[config.mk]
export PLATFORM = sky130hd
export DESIGN_NAME = kps_lane
export DESIGN_NICKNAME = d
export VERILOG_FILES = /design/src/kps_pkg.sv /design/src/kps_lane.sv
export SDC_FILE = /design/constraint.sdc
export NUM_CORES = 2
export LEC_CHECK = 0
export BUFFER_PORTS_ARGS = -buffer_cell sky130_fd_sc_hd__buf_2
export CAP_MARGIN = 20
export CORE_ASPECT_RATIO = 1.25
export CORE_MARGIN = 1
export CORE_UTILIZATION = 55
export DETAILED_ROUTE_END_ITERATION = 8
export PLACE_DENSITY = 0.77
export SLEW_MARGIN = 5
export SYNTH_ARGS = -nofsm -noshare
export SYNTH_HDL_FRONTEND = slang
export SYNTH_SLANG_ARGS = --single-unit
[constraint.sdc]
create_clock -name clk -period 10.9 [get_ports clk]
set_input_delay 0.545 -clock clk [delete_from_list [all_inputs] [get_ports clk]]
set_output_delay 0.545 -clock clk [all_outputs]
set_load 0.02 [all_outputs]
[src/kps_pkg.sv]
// Shared types and constants for the two-axis position smoother.
// Used by kps_div, kps_lane and kalman_position_smoother; no dependencies.
package kps_pkg;

  localparam int unsigned VarW   = 32;  // variance and predicted variance
  localparam int unsigned RegW   = 31;  // configuration registers and gain
  localparam int unsigned EstW   = 32;  // Q16.16 estimates
  localparam int unsigned PosW   = 16;  // integer pixel measurements
  localparam int unsigned FracW  = 30;  // fraction bits of variances and gain
  localparam int unsigned CfgIdxW = 2;

  localparam logic [RegW-1:0] ONE_Q30 = RegW'(1) << FracW;

  // Configuration register indexes
  localparam logic [CfgIdxW-1:0] REG_PROCESS_NOISE    = 2'd0;
  localparam logic [CfgIdxW-1:0] REG_MEASURE_NOISE    = 2'd1;
  localparam logic [CfgIdxW-1:0] REG_INITIAL_VARIANCE = 2'd2;

  localparam logic [RegW-1:0] PROCESS_NOISE_RST    = 31'd107374;
  localparam logic [RegW-1:0] MEASURE_NOISE_RST    = 31'd107374182;
  localparam logic [RegW-1:0] INITIAL_VARIANCE_RST = 31'd107374182;

  typedef struct packed {
    logic signed [PosW-1:0] pos_x;
    logic signed [PosW-1:0] pos_y;
  } in_t;

  typedef struct packed {
    logic signed [EstW-1:0] est_x;
    logic signed [EstW-1:0] est_y;
    logic [RegW-1:0]        gain;
  } out_t;

  // Per-lane strobes from the sequencer
  typedef struct packed {
    logic load;    // capture measurement residual
    logic mult;    // form gain * |residual|
    logic update;  // commit the new estimate
  } lane_ctrl_t;

  typedef enum logic [5:0] {
    ST_IDLE = 6'b000001,
    ST_LOAD = 6'b000010,
    ST_DIV  = 6'b000100,
    ST_MUL  = 6'b001000,
    ST_UPD  = 6'b010000,
    ST_PUSH = 6'b100000
  } state_t;

endpackage

[src/kps_lane.sv]
// One axis lane: holds the estimate and moves it toward the measurement by gain.
// Depends on kps_pkg for widths and the lane strobe struct.
module kps_lane (
  input  logic                               clk,
  input  logic                               rst,
  input  kps_pkg::lane_ctrl_t                ctrl,
  input  logic signed [kps_pkg::PosW-1:0]    meas,
  input  logic [kps_pkg::RegW-1:0]           gain,
  output logic signed [kps_pkg::EstW-1:0]    est
);

  localparam int unsigned ProdW = kps_pkg::EstW + kps_pkg::RegW;

  logic signed [kps_pkg::EstW:0] meas_q;
  logic signed [kps_pkg::EstW:0] diff;
  logic [kps_pkg::EstW:0]        diff_abs;
  logic                          neg;
  logic [kps_pkg::EstW-1:0]      mag;
  logic [ProdW-1:0]              prod;
  logic [kps_pkg::EstW-1:0]      step;

  assign meas_q   = {meas[kps_pkg::PosW-1], meas, 16'b0};
  assign diff     = meas_q - {est[kps_pkg::EstW-1], est};
  assign diff_abs = diff[kps_pkg::EstW] ? (~diff + 1'b1) : diff;
  assign step     = prod[kps_pkg::FracW +: kps_pkg::EstW];

  always_ff @(posedge clk) begin
    if (ctrl.load) begin
      neg <= diff[kps_pkg::EstW];
      mag <= diff_abs[kps_pkg::EstW-1:0];
    end
    if (ctrl.mult) begin
      prod <= {{(ProdW-kps_pkg::EstW){1'b0}}, mag}
            * {{(ProdW-kps_pkg::RegW){1'b0}}, gain};
    end
  end

  // Truncate the step toward zero, then advance
  always_ff @(posedge clk) begin
    if (rst) begin
      est <= '0;
    end else if (ctrl.update) begin
      est <= neg ? est - step : est + step;
    end
  end

endmodule

==> reports/qor.yml <==
clock_network:
  post_cts.repair.setup_buffers: 0
  cts_made_buffers: 9
  clock_sinks: 97
  clockBufferDepth: 2
  cts-resized-gates: 0
  clkLatencyLatePin_ns: 0.38
  tritoncts: "built"
  htree_levels: 3
  path_clk_slew_ns: 0.09
  cts-root-buf: "clkbuf_16"
  cts_hold_buf: 0
route:
  drt-pass1-iter-count: 6
  wl_per_cell_um: 19.5
  drc: 0
  viasPerCell: 5.63
  ant_nets: 0
  wl_um: 98600
  drt_iter0_markers: 1786
  via_count: 28487
run_status:
  status: "finished, final reports clean"
grt:
  grt_usage_pct: 29.4
  antenna_found_initial: 4
  grt_pass1_wl_um: 164000
  grt_start_max_net_pins: 48
  grt_pass1_vias: 31391
  overflow: 0
logic_synthesis:
  synth_warnings: 0
  synth_edf_count: 65
  synth_nets: 5427
  ys_seq_area_share_pct: 6.72
  syn_inst: 4214
  yosysTopAreaCellShare_pct: 44.9
  syn_avg_cell_area_um2: 9.16
  ys_top_cells_by_area: "fa_1, ha_1, and2_1"
  synth_ff_type: "edfxtp_1"
  async_reset_ff_share_pct: 0
  ys_types: 90
  ys_ff_latch: 97
  synth_top_area_cell: "fa_1"
  synthesis.area_um2: 38600
layout:
  area_growth_pct: 3.40
  drive_above_1_share_pct: 4.36
  num-nets-final: 5334
  design_area_um2: 39900
setup_path:
  slowest_stage: "edfxtp_1"
  worstSetupStartpoint: "mag[16]"
  crit_type: "flop to flop"
  crit_path_max_fanout: 21
  cp_common_cell: "fa_1"
  cpPeakStageDelay_ns: 1.16
  crit_chain: "and2_1 > fa_1 > fa_1 > inv_1 > fa_1 > fa_1 > inv_1 > fa_1 > fa_1 > fa_1 > fa_1 > ha_1 > nand4_1 > nor4_1 > and2_1 > a41oi_1 > and3_1 > a22oi_1 > a2111oi_2 > o41ai_2 > a21oi_1 > xnor2_1"
  r2r-start: "mag[16]"
  critPathLaunchType: "flop"
  critPathBufInv: 2
  critPathCaptureType: "flop"
  cpLargestDelayFamily: "adder cells"
  required_ns: 11.03
  critPathArrivalTime_ns: 9.35
sta:
  min_period_over_period_pct: 84.6
  hold_violations: 0
  worst_pin_slew_ns: 1.21
  slew_violations: 0
  min_period_ns: 9.22
  rsz0062_at_grt: "no"
  fmax_ghz: 0.108
  fin_worst_skew_ns: 0.0159
  setup_viol_count_final: 0
  slew_headroom_pct: 19.4
  tns_ns: 0
place:
  placed_area_um2: 39600
  place_hpwl_um: 77500
  place.gp.congestion: 0.924
  io_buffers: 83
floorplanning:
  ios: 84
  dieArea_um2: 71200
  die_h_um: 298
  fp.dieW_um: 239
  core_um2: 69500
  start_util_pct: 55.6
  fp-row-count: 108
hold_path:
  hold_start: "est[18]"
  hp-class: "flop to flop"
flow_run:
  cap_violations: 0
-- cells in the mapped netlist (4+ instances only) --
master,number
inv_1,866
fa_1,865
and2_1,553
nand2_1,528
ha_1,296
clkbuf_1,204
xnor2_1,118
nor2_1,115
a21oi_1,86
edfxtp_1,65
a21o_1,57
o21ai_0,45
xor2_1,37
dfxtp_1,32
nor3_1,23
nand3_1,22
mux2i_1,19
o21bai_1,19
nand4_1,18
a31oi_1,14
a211oi_1,13
and3_1,13
nor2b_1,12
o21a_1,12
buf_2,11
nand2b_1,11
o31ai_1,11
o211ai_1,9
or2_2,8
or3_1,8
nor4_1,7
a41oi_1,6
or4_1,6
buf_1,5
nor4b_1,5
o311ai_0,5
a221oi_1,4
and4_1,4
buf_6,4
o21ai_1,4
o22ai_1,4
-- worst register-to-register path: stages (launching register included) --
cell and delay, ns:
edfxtp_1 1.16, and2_1 0.29, fa_1 0.45, fa_1 0.55, inv_1 0.05, fa_1 0.50, fa_1 0.52, inv_1 0.06
fa_1 0.57, fa_1 0.44, fa_1 0.52, fa_1 0.46, ha_1 0.36, nand4_1 0.14, nor4_1 0.71, and2_1 0.23
a41oi_1 0.04, and3_1 0.30, a22oi_1 0.73, a2111oi_2 0.19, o41ai_2 0.45, a21oi_1 0.14, xnor2_1 0.13
-- area by class of cell --
cell class              count  area [um^2]
multi-input cells        3023        31800
well taps                 935         1170
diodes                      1         2.50
clock buffers               9          225
inverters                 867         3250
repair buffers            123          723
flip-flops and latches     97         2590
clock inverters             7         98.8
fillers                  6019        29500
-- state kept, by name, indices dropped and copies added (netlist names) --
signal,cells
mag,32
est,32
prod,32
neg,1
-- metrics by stage --
| step | std cells | hold slack [ns] | setup slack [ns] | util, % |
|---|---|---|---|---|
| after global placement | 5044 | 0.496 | 1.91 | 57.0 |
| after CTS | 5060 | 0.512 | 1.76 | 57.4 |
| after global routing | 5062 | 0.543 | 1.42 | 57.5 |
| after floorplan | 4214 | 0.553 | 3.21 | - |
| final | 5062 | 0.510 | 1.68 | 57.5 |
| after detailed placement | 5044 | 0.498 | 1.77 | 57.0 |
-- routing by layer --
metal	vias to the layer above	wire length, um	GRT usage (%)	part of all wire, %
met5	-	28	0	0.028
met4	4	4910	13.8	5.0
met3	271	7600	5.17	7.7
met2	1207	49900	50.8	51
met1	14539	36200	35.5	37
li1	12466	-	-	-
-- placed cells by master (no fill, tap or decap), types with 8 or more instances in the layout --
master / synthesis / final
and3_1: 13 / 13
inv_1: 866 / 866
and2_1: 553 / 553
o211ai_1: 9 / 9
or3_1: 8 / 8
o31ai_1: 11 / 11
nand2_1: 528 / 528
fa_1: 865 / 865
o21ai_0: 45 / 45
o21a_1: 12 / 12
nand2b_1: 11 / 11
o21bai_1: 19 / 19
ha_1: 296 / 296
nor2b_1: 12 / 12
xor2_1: 37 / 37
buf_4: 3 / 39
nor2_1: 115 / 115
or2_2: 8 / 8
clkbuf_16: 0 / 9
xnor2_1: 118 / 118
edfxtp_1: 65 / 65
a31oi_1: 14 / 14
a21o_1: 57 / 57
nand4_1: 18 / 18
a21oi_1: 86 / 86
nand3_1: 22 / 22
dfxtp_1: 32 / 32
buf_2: 11 / 83
mux2i_1: 19 / 19
a211oi_1: 13 / 13
nor3_1: 23 / 23
-- cell families (layout without fill, tap and decap cells) --
| group | after synthesis | count (layout) | share of synthesized area (%) |
|---|---|---|---|
| other cells | 0 | 1 | 0 |
| buf+inv | 1094 | 1006 | 10.8 |
| simple gates | 1358 | 1358 | 18.1 |
| xor+xnor | 157 | 157 | 3.62 |
| flops | 97 | 97 | 6.72 |
| compound gates | 326 | 326 | 5.74 |
| mux | 21 | 21 | 0.551 |
| fa+ha+maj | 1161 | 1161 | 54.5 |
-- final timing paths --
path                            endpoint  slack (ns)  depth (start not counted)
worst min register to register   est[18]        0.51                          2
worst max register to register  prod[60]        1.68                         22
worst max-delay path            prod[60]        1.68                         22
worst min-delay path             est[18]        0.51                          2
Power is not shown: default switching activity piles up to over one toggle a cycle in this logic, so the estimate is an artifact.
