$ cat src/kps_pkg.sv
// Shared types and constants for the two-axis position smoother.
// Used by kps_div, kps_lane and kalman_position_smoother; no dependencies.
package kps_pkg;

  localparam int unsigned VarW   = 32;  // variance and predicted variance
  localparam int unsigned RegW   = 31;  // configuration registers and gain
  localparam int unsigned EstW   = 32;  // Q16.16 estimates
  localparam int unsigned PosW   = 16;  // integer pixel measurements
  localparam int unsigned FracW  = 30;  // fraction bits of variances and gain
  localparam int unsigned CfgIdxW = 2;

  localparam logic [RegW-1:0] ONE_Q30 = RegW'(1) << FracW;

  // Configuration register indexes
  localparam logic [CfgIdxW-1:0] REG_PROCESS_NOISE    = 2'd0;
  localparam logic [CfgIdxW-1:0] REG_MEASURE_NOISE    = 2'd1;
  localparam logic [CfgIdxW-1:0] REG_INITIAL_VARIANCE = 2'd2;

  localparam logic [RegW-1:0] PROCESS_NOISE_RST    = 31'd107374;
  localparam logic [RegW-1:0] MEASURE_NOISE_RST    = 31'd107374182;
  localparam logic [RegW-1:0] INITIAL_VARIANCE_RST = 31'd107374182;

  typedef struct packed {
    logic signed [PosW-1:0] pos_x;
    logic signed [PosW-1:0] pos_y;
  } in_t;

  typedef struct packed {
    logic signed [EstW-1:0] est_x;
    logic signed [EstW-1:0] est_y;
    logic [RegW-1:0]        gain;
  } out_t;

  // Per-lane strobes from the sequencer
  typedef struct packed {
    logic load;    // capture measurement residual
    logic mult;    // form gain * |residual|
    logic update;  // commit the new estimate
  } lane_ctrl_t;

  typedef enum logic [5:0] {
    ST_IDLE = 6'b000001,
    ST_LOAD = 6'b000010,
    ST_DIV  = 6'b000100,
    ST_MUL  = 6'b001000,
    ST_UPD  = 6'b010000,
    ST_PUSH = 6'b100000
  } state_t;

endpackage

$ cat src/kps_div.sv
// Radix-2 restoring divider for the gain: quot = floor(pp * 2^30 / den) for pp < 2 * den.
// Depends on kps_pkg for widths.
module kps_div (
  input  logic                        clk,
  input  logic                        rst,
  input  logic                        start,
  input  logic [kps_pkg::VarW-1:0]    pp,
  input  logic [kps_pkg::VarW:0]      den,
  output logic                        done,
  output logic [kps_pkg::RegW-1:0]    quot
);

  localparam int unsigned CntW = $clog2(kps_pkg::FracW);

  logic                         busy;
  logic [CntW-1:0]              cnt;
  logic [kps_pkg::VarW:0]       den_r;
  logic [kps_pkg::VarW:0]       rem;
  logic [kps_pkg::FracW-1:0]    frac;
  logic                         ibit;
  logic                         zero;
  logic [kps_pkg::VarW+1:0]     rem_sh;
  logic                         take;
  logic [kps_pkg::VarW:0]       pp_ext;

  assign pp_ext = {1'b0, pp};
  assign rem_sh = {rem, 1'b0};
  assign take   = rem_sh >= {1'b0, den_r};
  assign quot   = zero ? '0 : {ibit, frac};

  always_ff @(posedge clk) begin
    if (rst) begin
      busy <= 1'b0;
      done <= 1'b0;
      cnt  <= '0;
    end else begin
      done <= 1'b0;
      if (start) begin
        busy <= 1'b1;
        cnt  <= CntW'(kps_pkg::FracW - 1);
      end else if (busy) begin
        cnt <= cnt - CntW'(1);
        if (cnt == '0) begin
          busy <= 1'b0;
          done <= 1'b1;
        end
      end
    end
  end

  // Datapath: integer bit first, then one fraction bit per cycle
  always_ff @(posedge clk) begin
    if (start) begin
      den_r <= den;
      zero  <= (den == '0);
      frac  <= '0;
      if (pp_ext >= den) begin
        ibit <= 1'b1;
        rem  <= pp_ext - den;
      end else begin
        ibit <= 1'b0;
        rem  <= pp_ext;
      end
    end else if (busy) begin
      frac <= {frac[kps_pkg::FracW-2:0], take};
      if (take) begin
        rem <= rem_sh[kps_pkg::VarW:0] - den_r;
      end else begin
        rem <= rem_sh[kps_pkg::VarW:0];
      end
    end
  end

  assert property (@(posedge clk) disable iff (rst) start |=> busy)
    else $error("divider did not start");
  assert property (@(posedge clk) disable iff (rst) done |-> !busy)
    else $error("divider done while still busy");
  assert property (@(posedge clk) disable iff (rst) (busy && !zero) |-> rem < den_r)
    else $error("divider remainder out of range");

endmodule

$ cat config.mk
export PLATFORM = sky130hd
export DESIGN_NAME = kps_div
export DESIGN_NICKNAME = d
export VERILOG_FILES = /design/src/kps_pkg.sv /design/src/kps_div.sv
export SDC_FILE = /design/constraint.sdc
export NUM_CORES = 1
export LEC_CHECK = 0
export BUFFER_PORTS_ARGS = -buffer_cell sky130_fd_sc_hd__buf_2
export CORE_MARGIN = 1.5
export CORE_UTILIZATION = 55
export CTS_CLUSTER_DIAMETER = 50
export DETAILED_ROUTE_END_ITERATION = 10
export PLACE_DENSITY_LB_ADDON = 0.2
export SETUP_SLACK_MARGIN = 0.15
export SYNTH_ARGS = -nofsm -noshare
export SYNTH_HDL_FRONTEND = slang
export SYNTH_SLANG_ARGS = --single-unit
$ cat constraint.sdc
create_clock -name clk -period 6.9 [get_ports clk]
set_clock_uncertainty 0.15 [all_clocks]
set_input_delay 1.38 -clock clk [delete_from_list [all_inputs] [get_ports clk]]
set_output_delay 1.38 -clock clk [all_outputs]
set_load 0.03 [all_outputs]
==> results.md, run 1 <==
- Main combinational cell family by area after synthesis: compound AO/OA/AOI/OAI gates
- Worst hold stages: 2
- Vias: between 7000 and 8000
- Sequential cell area fraction in the yosys report: 33.0%
- Worst Tran Pin Value: approximately 990 ps
- CTS Buffer Depth: 2
- Dpl cells: about 1300
- CP max stage delay: 500 ps
- Outcome: complete, no violations
- Most common cell after layout, fill and taps aside: buf_2
- Die width: between 100 and 150 microns
- Peak VDD IR: between 0.00015 and 0.0002 V
- # fillers: around 1400
- Worst Reg-to-Reg Cells: 11
- Max_slew headroom: about 34%
- Reg2reg start: rem[4]
- Mapped Nets: between 1000 and 1500
- # diodes: 0
- CTS root buf: clkbuf_16
- Largest net degree at the start of global routing: 72
- Commonest cells after routing, fill and taps aside: buf_2, nand2_1, nor2_1, inv_1, a21oi_1
- Cells after Synth: 1006
- Slowest cell on the critical path: inv_1
- WP depth: 13
- Port buffer count: a little under 100
- Top FF cell, synth: edfxtp_1
- Layout area overhead: 9.96%
- Clock-pin slew on the worst setup and hold paths: around 70 ps
- CP Max Fanout: 33
- EDFF count, synth: between 60 and 70
- Max-Cap Viols: 0
- Ys async rst share: 0%
- Syn Area/Cell: around 8.4 sq um
- Tot GR Track Use: around 29%
- Setup violators final: 0
- Post-Route WL: between 20 and 25 mm
- Hold Fails Final Rpt: 0
- Fmax: ~200 MHz
- Hpwl dp: between 15 and 20 mm
- # DRC: 0
- Initial DRC count: 869
- Kind of critical path: in -> reg
- Crit share post-route: between 70% and 80%
- Num Clock Sinks: about 110
- Setup Total Neg Slack: 0 ps
- Crit path DAT: 4960 ps
- Global routing usage on met1: 43.4%
- Worst path cell trace: buf_2 -> inv_1 -> ha_1 -> a21oi_1 -> o21ai_0 -> a2111oi_0 -> nor3_1 -> a21oi_1 -> o31a_1 -> and2_4 -> inv_1 -> or3_1 -> o211a_1
- Pleak: 4.19 nW
- Clock Latency Late Sink: 350 ps
- Fin nets: ~1200
- PD cells: around 300 nW/um^2
- Fin crit period: 5010 ps
- First-pass GRT wire length: approximately 37 mm
- Synth Area in XOR/XNOR: 5.30%
- Global placer's final weighted congestion: 0.981
- Sequential Area: approximately 2800 sq um
- Yosys warns: 0
- WP data required: between 6000 and 7000 ps
- Buffers plus inverters on the worst setup path: 3
- Hold crit path type: reg -> reg
- I/O pin cnt: 100
- Vias in the first global route: approximately 7000
- Adder-cell share of the synthesized area: around a tenth
- TritonCTS clock tree: yes
- R2R Setup Slk: approximately 2600 ps
- Slew Limit Fails: 0
- RSZ-0062 raised after global routing: no
- Simple-gate share of the synthesized area: roughly a fifth
- Crit path launch type: input pin
- Endpoint type of the worst setup path: flop
- Setup crit start: den[20]
- Die height: about 130 microns
- Post-cts gate resize count: 0
- ANT nets after route: 0
- Grt peak-use layer: met1
- Compound-Gate Fraction of Synth Area: roughly 22%
- Synth Register Bits: approximately 110
- Antenna violations before repair: 0
- Share of cells above drive strength 1: approximately 12%
- Htree depth: 3
- Synthesized area: 8430 sq um
- Core area: 15100 sq um
- CP endpoint: rem[27]
- Initial Util: about 56%
- Multiplexer share of the synthesized area: under 10%
- DRT Pass-1 Iters: 7
- Met3 track demand over resource: between 3 and 4%
- Multi-input logic area: around 5200 sq um
- Met2 Track Usage GR: a little over two fifths
- Grt total ovfl: 0
- Die area: 16100 sq um
- Site Rows: 45
- Vias per cell: between 6 and 7
- Hold buffers post-CTS: 0
- Post-CTS Repair Setup Buffers: 0
- Number of CTS-inserted buffers: 9
- FF-to-FF End: rem[21]
- Post-Layout Cell Count: 1266
- WL/cell: around 18 microns
- Worst hold slack: between 300 and 400 ps
- Netlist cell types: between 60 and 70
- CP delay by family, top: compound AO/OA/AOI/OAI gates
sequential cells by signal, indices dropped and copies added (netlist names):
register and cells:
den_r 33, rem 33, frac 30, cnt 5, busy 1, done 1
ibit 1, zero 1
Yosys cell counts, types with 2 or more instances:
master / number / area [sq um]
clkbuf_1: 34 / 128
nor2b_1: 37 / 231
and3_1: 11 / 68.8
nor3b_1: 2 / 15.0
or3_1: 7 / 43.8
a211oi_1: 26 / 195
or2_2: 2 / 12.5
buf_1: 6 / 22.5
buf_2: 4 / 20.0
o21a_1: 8 / 60.1
nor3_1: 20 / 100
nor2_1: 86 / 323
nand4_1: 14 / 87.6
o21bai_1: 8 / 60.1
o2111ai_1: 2 / 17.5
mux2i_1: 34 / 340
a21oi_1: 75 / 375
o211ai_1: 7 / 52.6
nand3b_1: 3 / 22.5
edfxtp_1: 68 / 2040
o211a_1: 6 / 60.1
xor2_1: 18 / 158
a21o_1: 39 / 293
a211o_1: 2 / 17.5
a21boi_0: 2 / 15.0
nand2b_1: 11 / 68.8
dfxtp_1: 37 / 741
a2111oi_0: 3 / 26.3
and4_1: 2 / 17.5
xnor2_1: 33 / 289
fa_1: 2 / 40.0
inv_1: 81 / 304
o31a_1: 4 / 35.0
a32oi_1: 2 / 17.5
nand2_1: 95 / 357
o31ai_1: 4 / 30.0
ha_1: 67 / 838
o21ai_0: 40 / 200
a2111oi_2: 2 / 30.0
and2_1: 5 / 31.3
nand3_1: 26 / 130
a31oi_1: 34 / 213
nor4_1: 12 / 75.1
nor4b_1: 5 / 43.8
routing by layer:
layer / up-vias / share of wire [%]
met4: 0 / 3.1
met1: 3523 / 47
met3: 49 / 7.9
met2: 400 / 42
met5: - / 0
li1: 3780 / -
cell type report:
| cell class | instances | area share [%] |
|---|---|---|
| Clock buffer | 10 | 2.47 |
| Clock inverter | 6 | 0.459 |
| Inverter | 81 | 3.28 |
| Multi-Input combinational cell | 774 | 55.6 |
| Sequential cell | 105 | 30.0 |
| Tap cell | 188 | 2.54 |
| Timing Repair Buffer | 102 | 5.61 |
logic make-up (layout without fill, tap and decap cells):
kind of cell,count (synthesis),after routing
adders and majority gates,69,69
xor gates and xnor gates,51,51
muxes,34,34
DFF,105,105
and+or+nand+nor,341,341
AOI/OAI and AO/OA,279,279
buffers and inverters,127,199
metrics by stage:
step | power (mW) | worst slack [ps] | area (sq um) | util [%]
2_1_floorplan | 1.88 | 2550 | 8430 | -
3_3_place_gp | 2.21 | 1800 | 9000 | 59.6
3_5_place_dp | 2.20 | 1650 | 9000 | 59.6
4_1_cts | 2.69 | 2040 | 9270 | 61.4
5_1_grt | 2.90 | 1760 | 9270 | 61.4
6_report | 2.71 | 1890 | 9270 | 61.4
how the worst min path moves through the flow:
| stage | start | to | slack [ps] |
|---|---|---|---|
| 3_5_place_dp | frac[29] | frac[29] | 330 |
| 5_1_grt | cnt[1] | cnt[1] | 390 |
| 3_3_place_gp | frac[29] | frac[29] | 330 |
| 4_1_cts | frac[29] | frac[29] | 350 |
| 6_report | frac[0] | frac[0] | 360 |
| 2_1_floorplan | frac[29] | frac[29] | 300 |
power breakdown:
group / internal [mW] / switching, mW
clock network: 0.247 / 0.235
registers: 0.797 / 0.0622
logic: 0.534 / 0.837
total: 1.58 / 1.13
tightest hold or removal path, delay by kind of cell (launching register included):
kind / cells / cell delay, ps
DFF: 1 / 330
AOI/OAI and AO/OA: 1 / 50
and+or+nand+nor: 1 / 90
Note: power is estimated with default switching activity, not from simulation.
==> run 2: changes to the inputs <==
Settings changed: CORE_UTILIZATION 55 to 54.
Clock period 6.9 ns to 4.46 ns, I/O delays scaled along.
==> run 2 against run 1 <==
  * Worst hold slack got worse by 7.3 ps
  * Sequential share of layout area fell by 0.40 points
  * Total power grew 59%
  * Cell count is 1.2% higher
  * Cell area up 1.3%
  * Highest routed layer unchanged
  * Die area grew 1.8%
  * Core utilization grew 0.36 points
  * Sequential cell count did not move
==> results.md, run 2 (synthesis gave the netlist of run 1 again) <==
- Core area: about 15000 sq um
- Largest net degree at the start of global routing: 56
- Endpoint type of the worst setup path: flop
- Layout area overhead: 11.4%
- PD cells: approximately 460 nW/um^2
- Fin crit period: 3980 ps
- Kind of critical path: in -> reg
- Final Util: around three fifths
- Vias per cell: 6.03
- CTS Buffer Depth: 2
- Post-CTS Repair Setup Buffers: 0
- Hold Fails Final Rpt: 0
- Crit share post-route: around nine tenths
- ANT nets after route: 0
- Post-cts gate resize count: 0
- Clock-pin slew on the worst setup and hold paths: 70 ps
- Pleak: between 4 and 5 nW
- Htree depth: 3
- Vias: just under 8000
- Crit path DAT: between 4000 and 5000 ps
- Die height: 128 microns
- Clock Latency Late Sink: 360 ps
- Commonest cells after routing, fill and taps aside: buf_2, nand2_1, nor2_1, inv_1, a21oi_1
- RSZ-0062 raised after global routing: no
- Antenna violations before repair: 1
- Global placer's final weighted congestion: roughly 1
- Crit path launch type: input pin
- Post-DP Area: slightly above 9000 sq um
- Number of CTS-inserted buffers: 9
- Vias in the first global route: 6923
- Slew Limit Fails: 0
- Site Rows: between 40 and 50
- Setup violators final: 0
- Hold buffers post-CTS: 0
- Fin nets: between 1000 and 1500
- Initial Util: a little under three fifths
- I/O pin cnt: 100
- WL/cell: 18.5 microns
- Fmax: between 200 and 300 MHz
- Die width: 128 microns
- TritonCTS clock tree: yes
- Initial DRC count: a little under 900
- Power, Total: roughly 4.3 mW
- Most common cell after layout, fill and taps aside: buf_2
- Worst hold slack: about 350 ps
- # DRC: 0
- CP Max Fanout: 14
- Peak VDD IR: 0.000202 V
- Design area: approximately 9400 sq um
- CTS root buf: clkbuf_16
- Hold crit path type: reg -> reg
- Die area: between 15000 and 20000 sq um
- DRT Pass-1 Iters: 5
- First-pass GRT wire length: 36.6 mm
- Outcome: complete, no violations
- Max_slew headroom: about a third
- Setup Total Neg Slack: 0 ps
- Biggest regs: den_r: 33 flops, rem: 33 flops, frac: 30 flops
- Tot GR Track Use: between 20% and 30%
- Max-Cap Viols: 0
- Share of cells above drive strength 1: 12.9%
- Port buffer count: 99
- Num Clock Sinks: 105
- Hpwl dp: roughly 19 mm
- Worst Tran Pin Value: ~970 ps
- Grt total ovfl: 0
- WP data required: roughly 4500 ps
- Post-Route WL: about 24 mm
==> run 2: worst paths after layout <==
path                                from        to  slack [ps]  depth (start not counted)
worst max-delay path              den[1]   rem[21]         480                         14
worst max register to register   rem[10]   rem[15]         620                         12
worst min register to register  frac[29]  frac[29]         350                          2
worst min-delay path            frac[29]  frac[29]         350                          2
==> run 2: layer usage <==
metal / up-vias / global-route usage, % / share of wire [%]
li1: 3802 / - / -
met5: - / 0 / 0
met2: 338 / 42.5 / 42
met1: 3532 / 43.6 / 47
met3: 50 / 3.67 / 7.7
met4: 0 / 8.92 / 2.9
==> run 2: final cells by class <==
cell class                 count  area (sq um)
antenna                        1          2.50
timing repair buffer         116           626
tap                          188           235
sequential                   105          2780
multi-input combinational    774          5150
clock buffer                   9           225
fill                        1363          5810
inverter                      81           304
clock inverter                 7          62.6
==> run 2: power breakdown <==
| group | internal (mW) | switching [mW] | leakage [nW] | total [mW] |
|---|---|---|---|---|
| combinational | 0.881 | 1.32 | 3.15 | 2.20 |
| clock | 0.392 | 0.390 | 0.144 | 0.782 |
| sequential | 1.23 | 0.101 | 0.972 | 1.33 |
==> run 2: critical path: stages <==
cell	delay, ps
buf_2	130
inv_1	60
ha_1	280
nor2b_2	160
o2111ai_1	160
a2111oi_2	460
or3_1	210
o211ai_2	120
a2111o_1	440
and2_4	180
inv_1	450
buf_4	240
nand3b_1	90
a31oi_1	170
==> run 2: stage by stage <==
stage,std cells,setup WS [ps]
after global placement,1264,225
after CTS,1280,500
after floorplan,1006,603
after global routing,1281,282
final,1281,480
after detailed placement,1264,151
